File: config.mk
export PLATFORM = sky130hd
export DESIGN_NAME = i2c_rtc_burst_master
export DESIGN_NICKNAME = d
export VERILOG_FILES = /design/src/hw/rtl/rtcb_pkg.sv /design/src/hw/rtl/rtcb_engine.sv /design/src/hw/rtl/i2c_rtc_burst_master.sv
export SDC_FILE = /design/constraint.sdc
export NUM_CORES = 1
export LEC_CHECK = 0
export ABC_AREA = 1
export CORE_ASPECT_RATIO = 0.5
export CORE_MARGIN = 8
export CORE_UTILIZATION = 56
export DETAILED_ROUTE_END_ITERATION = 7
export DONT_BUFFER_PORTS = 1
export PLACE_DENSITY = 0.82
export SKIP_CTS_REPAIR_TIMING = 1
export SLEW_MARGIN = 10
export SYNTH_ARGS = -nofsm -noshare
export SYNTH_HDL_FRONTEND = slang
export SYNTH_SLANG_ARGS = --single-unit
File: constraint.sdc
create_clock -name clk_i -period 2.9 [get_ports clk_i]
set_input_delay 0.29 -clock clk_i [delete_from_list [all_inputs] [get_ports clk_i]]
set_output_delay 0.29 -clock clk_i [all_outputs]
set_load 0.005 [all_outputs]
File: src/hw/rtl/rtcb_pkg.sv
// Package for the RTC burst I2C master: command codes, bus phases, BCD helpers.
// No dependencies.
package rtcb_pkg;

  localparam int unsigned BurstBytes = 8;

  typedef enum logic [2:0] {
    CMD_TICK  = 3'd0,
    CMD_LOAD  = 3'd1,
    CMD_WRITE = 3'd2,
    CMD_READ  = 3'd3,
    CMD_COPY  = 3'd4
  } cmd_e;

  typedef enum logic [3:0] {
    PH_IDLE   = 4'd0,
    PH_DONE   = 4'd1,
    PH_RSTART = 4'd2,
    PH_SHIGH  = 4'd3,
    PH_SLOW   = 4'd4,
    PH_SFALL  = 4'd5,
    PH_BSET   = 4'd6,
    PH_BHIGH  = 4'd7,
    PH_BFALL  = 4'd8,
    PH_PSET   = 4'd9,
    PH_PHIGH  = 4'd10
  } phase_e;

  localparam logic [1:0] StIdle = 2'd0;
  localparam logic [1:0] StBusy = 2'd1;
  localparam logic [1:0] StRead = 2'd2;
  localparam logic [1:0] StWrite = 2'd3;

  localparam logic [1:0] RegAddr = 2'd0;
  localparam logic [1:0] RegCtrl = 2'd1;
  localparam logic [1:0] RegRefresh = 2'd2;

  // One accepted item, formed combinationally from the input ports.
  typedef struct packed {
    logic [2:0] cmd;
    logic       sda;
    logic [2:0] fidx;
    logic [6:0] fval;
  } item_t;

  // Binary 0..127 to tens/units byte, tens (up to 12) in the upper nibble.
  function automatic logic [7:0] to_bcd(input logic [6:0] v);
    logic [3:0] t;
    logic [6:0] r;
    begin
      // simple compare chain: at most 12 tens
      t = 4'd0;
      if (v >= 7'd120) t = 4'd12; else if (v >= 7'd110) t = 4'd11;
      else if (v >= 7'd100) t = 4'd10; else if (v >= 7'd90) t = 4'd9;
      else if (v >= 7'd80) t = 4'd8; else if (v >= 7'd70) t = 4'd7;
      else if (v >= 7'd60) t = 4'd6; else if (v >= 7'd50) t = 4'd5;
      else if (v >= 7'd40) t = 4'd4; else if (v >= 7'd30) t = 4'd3;
      else if (v >= 7'd20) t = 4'd2; else if (v >= 7'd10) t = 4'd1;
      r = v - 7'(t) * 7'd10;
      return {t, r[3:0]};
    end
  endfunction

  function automatic logic [7:0] from_bcd(input logic [7:0] v, input logic [3:0] tmask);
    logic [3:0] t;
    begin
      t = v[7:4] & tmask;
      return 8'({4'd0, v[3:0]} + 8'(t) * 8'd10);
    end
  endfunction

endpackage

File: src/hw/rtl/rtcb_engine.sv
// Bus sequencer and buffers of the RTC burst master; one item per cycle.
// Depends on rtcb_pkg.
module rtcb_engine (
  input  logic               clk_i,
  input  logic               rst_ni,
  input  logic               item_en_i,
  input  rtcb_pkg::item_t    item_i,
  input  logic [6:0]         dev_addr_i,
  input  logic [7:0]         ctrl_byte_i,
  input  logic [15:0]        period_i,
  output logic               scl_o,
  output logic               pull_o,
  output logic [1:0]         status_o,
  output logic               ack_o,
  output logic               pulse_o,
  output logic [7:0]         rb_o [rtcb_pkg::BurstBytes]
);
  import rtcb_pkg::*;

  logic [7:0]  wb_q [BurstBytes-1];
  logic [7:0]  wb_d [BurstBytes-1];
  logic [7:0]  rb_q [BurstBytes];
  logic [7:0]  rb_d [BurstBytes];
  phase_e      ph_q, ph_d;
  logic        rd_q, rd_d;
  logic [3:0]  bit_q, bit_d, byte_q, byte_d;
  logic [7:0]  sh_q, sh_d, last_q, last_d;
  logic [15:0] cnt_q, cnt_d;
  logic        ack_q, ack_d;
  logic        pulse;

  // load the shift register for the byte indexed by b
  function automatic logic [7:0] byte_for(input logic rd, input logic [3:0] b,
                                          input logic [6:0] a, input logic [7:0] c,
                                          input logic [7:0] w [BurstBytes-1]);
    begin
      if (rd) return (b == 4'd0) ? {a, 1'b0} : (b == 4'd2) ? {a, 1'b1} : 8'd0;
      else if (b == 4'd0) return {a, 1'b0};
      else if (b == 4'd1) return 8'd0;
      else if (b < 4'(BurstBytes + 1)) return w[3'(b - 4'd2)];
      else return c;
    end
  endfunction

  logic tx;
  logic busy;
  assign tx = !(rd_q && byte_q >= 4'd3);
  assign busy = !(ph_q == PH_IDLE || ph_q == PH_DONE);

  // next state of the sequencer and buffers
  always_comb begin
    logic [7:0] shifted;
    wb_d = wb_q; rb_d = rb_q; ph_d = ph_q; rd_d = rd_q; bit_d = bit_q;
    byte_d = byte_q; sh_d = sh_q; last_d = last_q; cnt_d = cnt_q; ack_d = ack_q;
    pulse = 1'b0;
    shifted = {sh_q[6:0], item_i.sda};
    if (item_en_i) begin
      if (item_i.cmd == CMD_TICK) begin
        case (ph_q)
          PH_IDLE, PH_DONE: begin
            if (period_i != 16'd0) begin
              if (cnt_q <= 16'd1) begin
                cnt_d = period_i;
                ph_d = PH_SHIGH; rd_d = 1'b1; byte_d = '0; bit_d = '0;
                sh_d = '0; ack_d = 1'b0;
              end else cnt_d = cnt_q - 16'd1;
            end
          end
          PH_RSTART: ph_d = PH_SHIGH;
          PH_SHIGH:  ph_d = PH_SLOW;
          PH_SLOW:   ph_d = PH_SFALL;
          PH_SFALL: begin
            sh_d = byte_for(rd_q, byte_q, dev_addr_i, ctrl_byte_i, wb_q);
            bit_d = '0; ph_d = PH_BSET;
          end
          PH_BSET: ph_d = PH_BHIGH;
          PH_BHIGH: begin
            if (bit_q < 4'd8) begin
              if (!tx) begin
                sh_d = shifted;
                if (bit_q == 4'd7 && byte_q >= 4'd3) rb_d[3'(byte_q - 4'd3)] = shifted;
              end
            end else if (tx && item_i.sda) ack_d = 1'b1;
            ph_d = PH_BFALL;
          end
          PH_BFALL: begin
            if (bit_q < 4'd8) begin
              if (tx) sh_d = {sh_q[6:0], 1'b0};
              bit_d = bit_q + 4'd1; ph_d = PH_BSET;
            end else begin
              byte_d = byte_q + 4'd1;
              if (rd_q && byte_d == 4'd2) ph_d = PH_RSTART;
              else if (byte_d < (rd_q ? 4'(BurstBytes + 3) : 4'(BurstBytes + 2))) begin
                sh_d = byte_for(rd_q, byte_d, dev_addr_i, ctrl_byte_i, wb_q);
                bit_d = '0; ph_d = PH_BSET;
              end else ph_d = PH_PSET;
            end
          end
          PH_PSET: ph_d = PH_PHIGH;
          PH_PHIGH: begin
            ph_d = PH_DONE;
            if (rd_q && from_bcd(rb_q[0], 4'hF) != last_q) begin
              last_d = from_bcd(rb_q[0], 4'hF); pulse = 1'b1;
            end
          end
          default: ph_d = PH_IDLE;
        endcase
      end else if (!busy) begin
        case (item_i.cmd)
          CMD_LOAD: if (item_i.fidx != 3'd7) wb_d[item_i.fidx] = to_bcd(item_i.fval);
          CMD_WRITE, CMD_READ: begin
            ph_d = PH_SHIGH; rd_d = (item_i.cmd == CMD_READ); byte_d = '0;
            bit_d = '0; sh_d = '0; ack_d = 1'b0;
          end
          CMD_COPY: for (int k = 0; k < BurstBytes - 1; k++) wb_d[k] = rb_q[k];
          default: ;
        endcase
      end
    end
  end

  always_ff @(posedge clk_i or negedge rst_ni) begin
    if (!rst_ni) begin
      for (int k = 0; k < BurstBytes - 1; k++) wb_q[k] <= '0;
      for (int k = 0; k < BurstBytes; k++) rb_q[k] <= '0;
      ph_q <= PH_IDLE; rd_q <= 1'b0; bit_q <= '0; byte_q <= '0; sh_q <= '0;
      cnt_q <= 16'd1; last_q <= 8'hFF; ack_q <= 1'b0; pulse_o <= 1'b0;
    end else begin
      wb_q <= wb_d; rb_q <= rb_d; ph_q <= ph_d; rd_q <= rd_d; bit_q <= bit_d;
      byte_q <= byte_d; sh_q <= sh_d; cnt_q <= cnt_d; last_q <= last_d;
      ack_q <= ack_d;
      if (item_en_i) pulse_o <= pulse;
    end
  end

  // line levels and status from the registered state
  logic data_low;
  always_comb begin
    if (bit_q < 4'd8) data_low = tx && !sh_q[7];
    else if (tx) data_low = 1'b0;
    else data_low = (byte_q < 4'(BurstBytes + 2));
    scl_o = (ph_q == PH_IDLE || ph_q == PH_DONE || ph_q == PH_SHIGH ||
             ph_q == PH_SLOW || ph_q == PH_BHIGH || ph_q == PH_PHIGH);
    case (ph_q)
      PH_SLOW, PH_SFALL, PH_PSET, PH_PHIGH: pull_o = 1'b1;
      PH_BSET, PH_BHIGH, PH_BFALL:          pull_o = data_low;
      default:                              pull_o = 1'b0;
    endcase
    status_o = (ph_q == PH_IDLE) ? StIdle : (ph_q == PH_DONE) ?
               (rd_q ? StRead : StWrite) : StBusy;
  end

  assign ack_o = ack_q;
  assign rb_o = rb_q;
endmodule

File: src/hw/rtl/i2c_rtc_burst_master.sv
// Top level of the RTC burst I2C master: handshakes, config registers, outputs.
// Depends on rtcb_pkg and rtcb_engine.
//
// Usage: every input transfer is either a tick (one bus delay slot, with the
// sampled SDA level) or a command (load field, start write, start read, copy).
// Each accepted item yields exactly one result transfer carrying SCL level,
// SDA pull-low, status, ack flag, second-changed pulse and decoded time.
// The engine state register updates at the accept edge and the result is
// shown from the cycle after the accept on. One item per cycle is
// taken while the output is free or being taken in the same cycle; in_stall_o
// is high only while a result waits and out_stall_i is high.
// Configuration writes (index 0 address, 1 control byte, 2 refresh period)
// are always ready and are meant to happen while the block is idle.
// Reset clears the sequencer to idle, buffers to zero, refresh counter to one,
// and drops out_valid_o. When the receiver stalls, the result holds and new
// items wait on in_stall_o.
module i2c_rtc_burst_master (
  input  logic       clk_i,
  input  logic       rst_ni,
  input  logic       in_valid_i,
  output logic       in_stall_o,
  input  logic [2:0] cmd_i,
  input  logic       sda_in_i,
  input  logic [2:0] field_index_i,
  input  logic [6:0] field_value_i,
  output logic       out_valid_o,
  input  logic       out_stall_i,
  output logic       scl_level_o,
  output logic       sda_pull_low_o,
  output logic [1:0] status_o,
  output logic       ack_missing_o,
  output logic       second_changed_o,
  output logic [7:0] seconds_o,
  output logic [7:0] minutes_o,
  output logic [5:0] hours_o,
  output logic [2:0] weekday_o,
  output logic [5:0] date_o,
  output logic [4:0] month_o,
  output logic [7:0] year_o,
  input  logic       cfg_valid_i,
  output logic       cfg_ready_o,
  input  logic [1:0] cfg_index_i,
  input  logic [15:0] cfg_data_i
);
  import rtcb_pkg::*;

  logic [6:0]  addr_q;
  logic [7:0]  ctrl_q;
  logic [15:0] per_q;
  logic        ov_q;
  logic        take;
  item_t       item;
  logic [7:0]  rb [8];

  assign cfg_ready_o = 1'b1;
  assign in_stall_o = ov_q && out_stall_i;
  assign take = in_valid_i && !in_stall_o;
  assign item = '{cmd: cmd_i, sda: sda_in_i, fidx: field_index_i, fval: field_value_i};

  // configuration registers
  always_ff @(posedge clk_i or negedge rst_ni) begin
    if (!rst_ni) begin
      addr_q <= 7'd104; ctrl_q <= 8'h13; per_q <= '0;
    end else if (cfg_valid_i) begin
      case (cfg_index_i)
        RegAddr:    addr_q <= cfg_data_i[6:0];
        RegCtrl:    ctrl_q <= cfg_data_i[7:0];
        RegRefresh: per_q <= cfg_data_i;
        default: ;
      endcase
    end
  end

  // result valid flag
  always_ff @(posedge clk_i or negedge rst_ni) begin
    if (!rst_ni) ov_q <= 1'b0;
    else if (take) ov_q <= 1'b1;
    else if (!out_stall_i) ov_q <= 1'b0;
  end

  rtcb_engine u_engine (
    .clk_i, .rst_ni, .item_en_i(take), .item_i(item),
    .dev_addr_i(addr_q), .ctrl_byte_i(ctrl_q), .period_i(per_q),
    .scl_o(scl_level_o), .pull_o(sda_pull_low_o), .status_o(status_o),
    .ack_o(ack_missing_o), .pulse_o(second_changed_o), .rb_o(rb)
  );

  assign out_valid_o = ov_q;
  assign seconds_o = from_bcd(rb[0], 4'hF);
  assign minutes_o = from_bcd(rb[1], 4'hF);
  assign hours_o   = 6'(from_bcd(rb[2], 4'h3));
  assign weekday_o = rb[3][2:0];
  assign date_o    = 6'(from_bcd(rb[4], 4'h3));
  assign month_o   = 5'(from_bcd(rb[5], 4'h1));
  assign year_o    = from_bcd(rb[6], 4'hF);
endmodule

* Word-level counts from Yosys, hierarchy flattened
Index checks and enable logic that the tools add are counted.
** Word-level totals
- Register bits :: 199
- Input bits :: 37
- Logic and storage cells :: 267
** Cells by class
- Add/sub/neg operators :: 13
- Multipliers :: 7
- Order comparisons :: 25
- Equal/unequal tests :: 42
- Multiplexer cells :: 103
- Bitwise logic cells :: 5
- Reductions and logical operators :: 44
** Operators with widths (number)
- two-way mux 8 bit :: 29
- two-way mux 4 bit :: 34
- case mux 56 bit (2 select lines) :: 1
- bitwise mux 64 bit :: 1
- bitwise mux 56 bit :: 1
- two-way mux 56 bit :: 1
- binary-select mux 8 bit (select 3 bit) :: 2
- demux 8 bit (select 3 bit) :: 2
- greater-or-equal comparator 7 bit (second input constant) :: 6
- case mux 4 bit (10 select lines) :: 1
- case mux 8 bit (4 select lines) :: 1
- inequality test 3 bit (second input constant) :: 9
- adder 4 x 8 -> 8 bit :: 3
- two-way mux 1 bit :: 23
- greater-or-equal comparator 7 x 6 -> 1 bit (second input constant) :: 3
- multiplier 4 x 3 -> 7 bit (second input constant) :: 3
- == test 4 x 3 -> 1 bit (second input constant) :: 5
- == test 4 x 2 -> 1 bit (second input constant) :: 4
- greater-or-equal comparator 4 bit (second input constant) :: 4
- <= comparator 16 x 1 -> 1 bit (second input constant) :: 1
- less-than comparator 4 bit (second input constant) :: 4
- two-way mux 16 bit :: 1
- inequality test 4 bit (second input constant) :: 4
- NOT 3 -> 4 bit :: 4
- other kinds (49) :: 92

* Depth between registers and ports, before layout
- Depth in word-level cells :: 23
- Gate-level depth with buffers :: 21
- Depth with buffers taken out :: 20

* Cells and area by module
A second synthesis with hierarchy kept.
** Second synthesis, totals
- Cell total of the unflattened synthesis :: 1695
- Area, all modules :: 12713.4 µm²
** Modules (own cells, without submodules)
- rtcb_engine :: times used 1, cells an instance 1377, area each 10273.6 µm²
- i2c_rtc_burst_master :: times used 1, cells an instance 318, area each 2439.8 µm²

* Worst setup path after synthesis
OpenSTA, ideal clock, no wires.
- Kind :: register -> register
- Start :: register u_engine.rb_q, in the netlist u_engine.rb_o[61]
- End :: register u_engine.last_q[1]
- Library setup time :: 0.085 ns
- Data arrival time :: 2.649 ns
- Path slack :: 0.166 ns
- Cell stages (with the launch flop) :: 12
- Cell sequence :: dfrtp_1 > ha_1 > ha_1 > fa_1 > inv_1 > nor2_1 > xor2_1 > xor2_1 > nand3_1 > nand2_1 > buf_4 > mux2_1
** On the way
- Word-level cells in the longest chain between the ends :: 5
** RTL lines
- start, declared :: line rtcb_engine.sv:22 : logic [7:0] rb_q [BurstBytes];
- start signal, assigned :: line rtcb_engine.sv:129 : wb_q <= wb_d; rb_q <= rb_d; ph_q <= ph_d; rd_q <= rd_d; bit_q <= bit_d;
- multiplier 4 x 3 -> 7 bit
- adder 4 x 8 -> 8 bit
- named net seconds_o[6] :: line i2c_rtc_burst_master.sv:33 : output logic [7:0] seconds_o,
- inequality test 8 bit :: line rtcb_engine.sv:102 : if (rd_q && from_bcd(rb_q[0], 4'hF) != last_q) begin
- logical AND 1 bit :: line rtcb_engine.sv:102
- AND reduction 4 bit (no line)
- end signal, assigned :: line rtcb_engine.sv:127 : cnt_q <= 16'd1; last_q <= 8'hFF; ack_q <= 1'b0; pulse_o <= 1'b0;
- end signal, assigned :: line rtcb_engine.sv:130 : byte_q <= byte_d; sh_q <= sh_d; cnt_q <= cnt_d; last_q <= last_d;
- end, declared :: line rtcb_engine.sv:27 : logic [7:0] sh_q, sh_d, last_q, last_d;
The timed path passes the listed nets, and every way through them passes these cells.
A chain may end at the register's enable or synchronous reset.

* Worst setup path in the final report
- Start :: register u_engine.rb_q, in the netlist u_engine.rb_o[61]
- End :: output seconds_o[6]
** On the way
- Word-level cells in the longest chain between the ends :: 2
** RTL lines
- multiplier 4 x 3 -> 7 bit :: line rtcb_pkg.sv:68 : return 8'({4'd0, v[3:0]} + 8'(t) * 8'd10);
- adder 4 x 8 -> 8 bit :: line rtcb_pkg.sv:68
- end, declared :: line i2c_rtc_burst_master.sv:33
Every way passes these cells.

==> summary.txt <==
Die
  – Core footprint: a little over 20000 µm²
  – Die ar.: about 26000 µm²
  – Die X: 221 µm
  – Chip height: 119 µm
  – Total I/O pin count: 90
  – # rows: 37
  – Initial Util: 57.3%

Yosys
  – Top cell type's share of synthesized area: 37.3%
  – Flops & latches, synth: 191
  – Adder-cell share of the synthesized area: roughly 6%
  – Post-synth EDFFs: 0
  – Commonest cells post-synth: nand2_1, dfrtp_1, o21ai_0
  – Ys flop type: dfrtp_1
  – XOR/XNOR share of the synthesized area: 2.89%
  – Async S/R FF share, synth: 100%
  – Multiplexer area fraction after synthesis: 0.932%
  – Post-Synth Simple-Gate Area: 20.3%
  – Synth unique cells: 60
  – Seq/Total Area, Yosys: 40.6%
  – Post-Synthesis Cells: 1527
  – Ranking of synthesized cells by area: dfrtp_1, nand2_1, o21ai_0, inv_1, a21oi_1
  – Most common cell in the netlist: nand2_1
  – Post-synthesis compound-gate area fraction: a little over a fifth
  – Syn Area/Cell: 7.73 µm²
  – Main combinational cell family by area after synthesis: compound AO/OA/AOI/OAI gates
  – Ys Warns: 0
  – Syn nets: 1615
  – Area of the mapped netlist: 11800 µm²
  – Largest area contributor in the netlist: dfrtp_1

Placement
  – Placement Setup Slack: roughly 0.12 ns
  – Area post-placement: 12100 µm²
  – Number of instances in the placed design: 1770
  – Placer Congestion: between 0.9 and 1
  – Post-DP HPWL: 25.1 mm
  – Port-buffer cells: 0

CTS
  – TritonCTS clock tree: yes
  – Max clock buf depth: 2
  – Clk slew on worst S/H paths: around 0.070 ns
  – Later-pin clock latency in the skew report: about 0.45 ns
  – Clock root buffer master: clkbuf_16
  – H-tree levels: 4
  – Number of buffers created by CTS: 17
  – Sink Count: 191

Detailed routing
  – Wire length per cell: 19.4 µm
  – DRT Pass-1 Iters: 6
  – DR DRC count: 0
  – Vias after detailed routing: 11000
  – Final ANT Viol Nets: 0
  – Drt initial violations: between 1000 and 1500
  – Vias/cell: 6.06
  – Routed WL: 35.2 mm

STA
  – Headroom to the max-slew limit: 37.4%
  – Least-Margin Pin Slew: 0.936 ns
  – Fin crit share: 95.4%
  – Final clock skew: 0.0117 ns
  – Hold Fails Final Rpt: 192
  – RSZ-0062 raised after global routing: false
  – Max Freq: 361 MHz
  – Slew Viols, Final: 0
  – Min Hold Slack: -0.453 ns
  – Min Tclk post-route: 2.77 ns
  – Final Setup Violations: 0
  – PnR worst setup slack: 0.133 ns

Critical path
  – Type of the worst setup path: reg2out
  – Crit path DAT: 2.48 ns
  – Worst Path Required: approximately 2.6 ns
  – CP startpoint kind: flop
  – CP Max Fanout: 2
  – CP Capture Type: primary output

Layout
  – Finished Layout Cells: 1808
  – Share of cells above drive strength 1: 9.45%
  – Design area: 12700 µm²
  – Core Util, Final: 61.9%
  – Nets: 1610
  – Syn-to-layout area delta: 7.93%
  – Antenna Cells: 0

Global route
  – Initial antenna violation count: 0
  – First-pass GRT wire length: roughly 55 mm
  – GRT Util Overall: between 20% and 30%
  – Grt total ovfl: 0
  – Largest net degree at the start of global routing: about 190
  – Vias in the first global route: 10300

Hold path
  – HP Class: in2async

Pwr
  – PD cells: 524 nW/µm²
  – Static leakage: between 5 and 6 nW
  – Worst vdd ir: 0.441 mV

Outcome
  – Violated checks: negative hold slack
  – Status: complete, but fails checks

Flow run
  – Max cap viols: 0
## worst max-delay path, stage by stage (launching register included)
cell and delay (ns):
dfrtp_1 0.40, ha_1 0.30, ha_2 0.20, fa_2 0.54, inv_1 0.07, nor2_2 0.11, xor2_1 0.23, buf_4 0.17
## cell families (layout without fill, tap and decap cells)
kind of cell,after synthesis,count (layout)
fa+ha+maj,51,51
mux,10,10
other cells,1,1
xor+xnor,39,39
simple gates,566,566
flops,191,191
buf+inv,231,239
compound gates,438,438
## registers in the layout, summed over array words and instances (netlist names)
name,flops
u_engine.pulse_o,1
addr_q,7
u_engine.ph_q,4
u_engine.sh_q,8
u_engine.cnt_q,16
u_engine.wb_q,56
u_engine.rb_o,56
per_q,16
u_engine.ack_o,1
ctrl_q,8
u_engine.bit_q,4
out_valid_o,1
u_engine.rd_q,1
u_engine.last_q,8
u_engine.byte_q,4
## placed cells by master (no fill, tap or decap), types with 31 or more instances in the layout
cell and instances:
a21oi_1 108, dfrtp_1 176, ha_1 41, inv_1 147, inv_2 31, nand2_1 342, nand3_1 51, nor2_1 113
o21ai_0 160, o21ai_1 66
## worst paths after layout
check | startpoint | end | slack, ns | cells after the start
worst max-delay path | u_engine.rb_o[61]$_DFFE_PN0P_ | seconds_o[6] | 0.13 | 7
worst min-delay path | rst_ni | u_engine.pulse_o$_DFFE_PN0P_ | -0.45 | 0
worst max register to register | u_engine.rb_o[61]$_DFFE_PN0P_ | u_engine.last_q[1]$_DFFE_PN1P_ | 0.17 | 10
worst min register to register | u_engine.rb_o[35]$_DFFE_PN0P_ | u_engine.rb_o[35]$_DFFE_PN0P_ | 0.50 | 2
max in group asynchronous | rst_ni | u_engine.wb_q[29]$_DFFE_PN0P_ | 2.95 | 0
min in group clk_i | out_stall_i | out_valid_o$_DFFE_PN0P_ | 0 | 2
## per-stage QoR
stage / total power, mW / setup TNS, ns / hold slack [ns]
finish: 6.67 / 0 / -0.453
global route: 6.95 / 0 / -0.476
CTS: 6.65 / -0.0142 / -0.477
detailed placement: 4.24 / 0 / 0.000940
global placement: 4.22 / 0 / 0.00201
floorplan: 3.84 / 0 / -0.00559
## metal layers
layer  up-vias  part of all wire, %  global-route usage (%)
met1      5235                   44                    35.6
met5         -                    0                       0
met2       553                   43                    39.5
met4         0                  2.7                    9.21
li1       5097                    -                       -
met3        67                   11                    8.09
## power by group
| part | switching, mW | internal [mW] |
|---|---|---|
| logic | 0.928 | 0.398 |
| registers | 0.126 | 2.80 |
| clock network | 1.04 | 1.38 |
## cell type report
class / instances / area, µm²
Fill cell: 1796 / 7860
Multi-Input combinational cell: 1105 / 6110
Sequential cell: 191 / 4800
Inverter: 179 / 672
Clock buffer: 23 / 458
Tap cell: 273 / 342
Timing Repair Buffer: 28 / 223
Clock inverter: 9 / 138
Note: power is estimated with default switching activity, not from simulation.
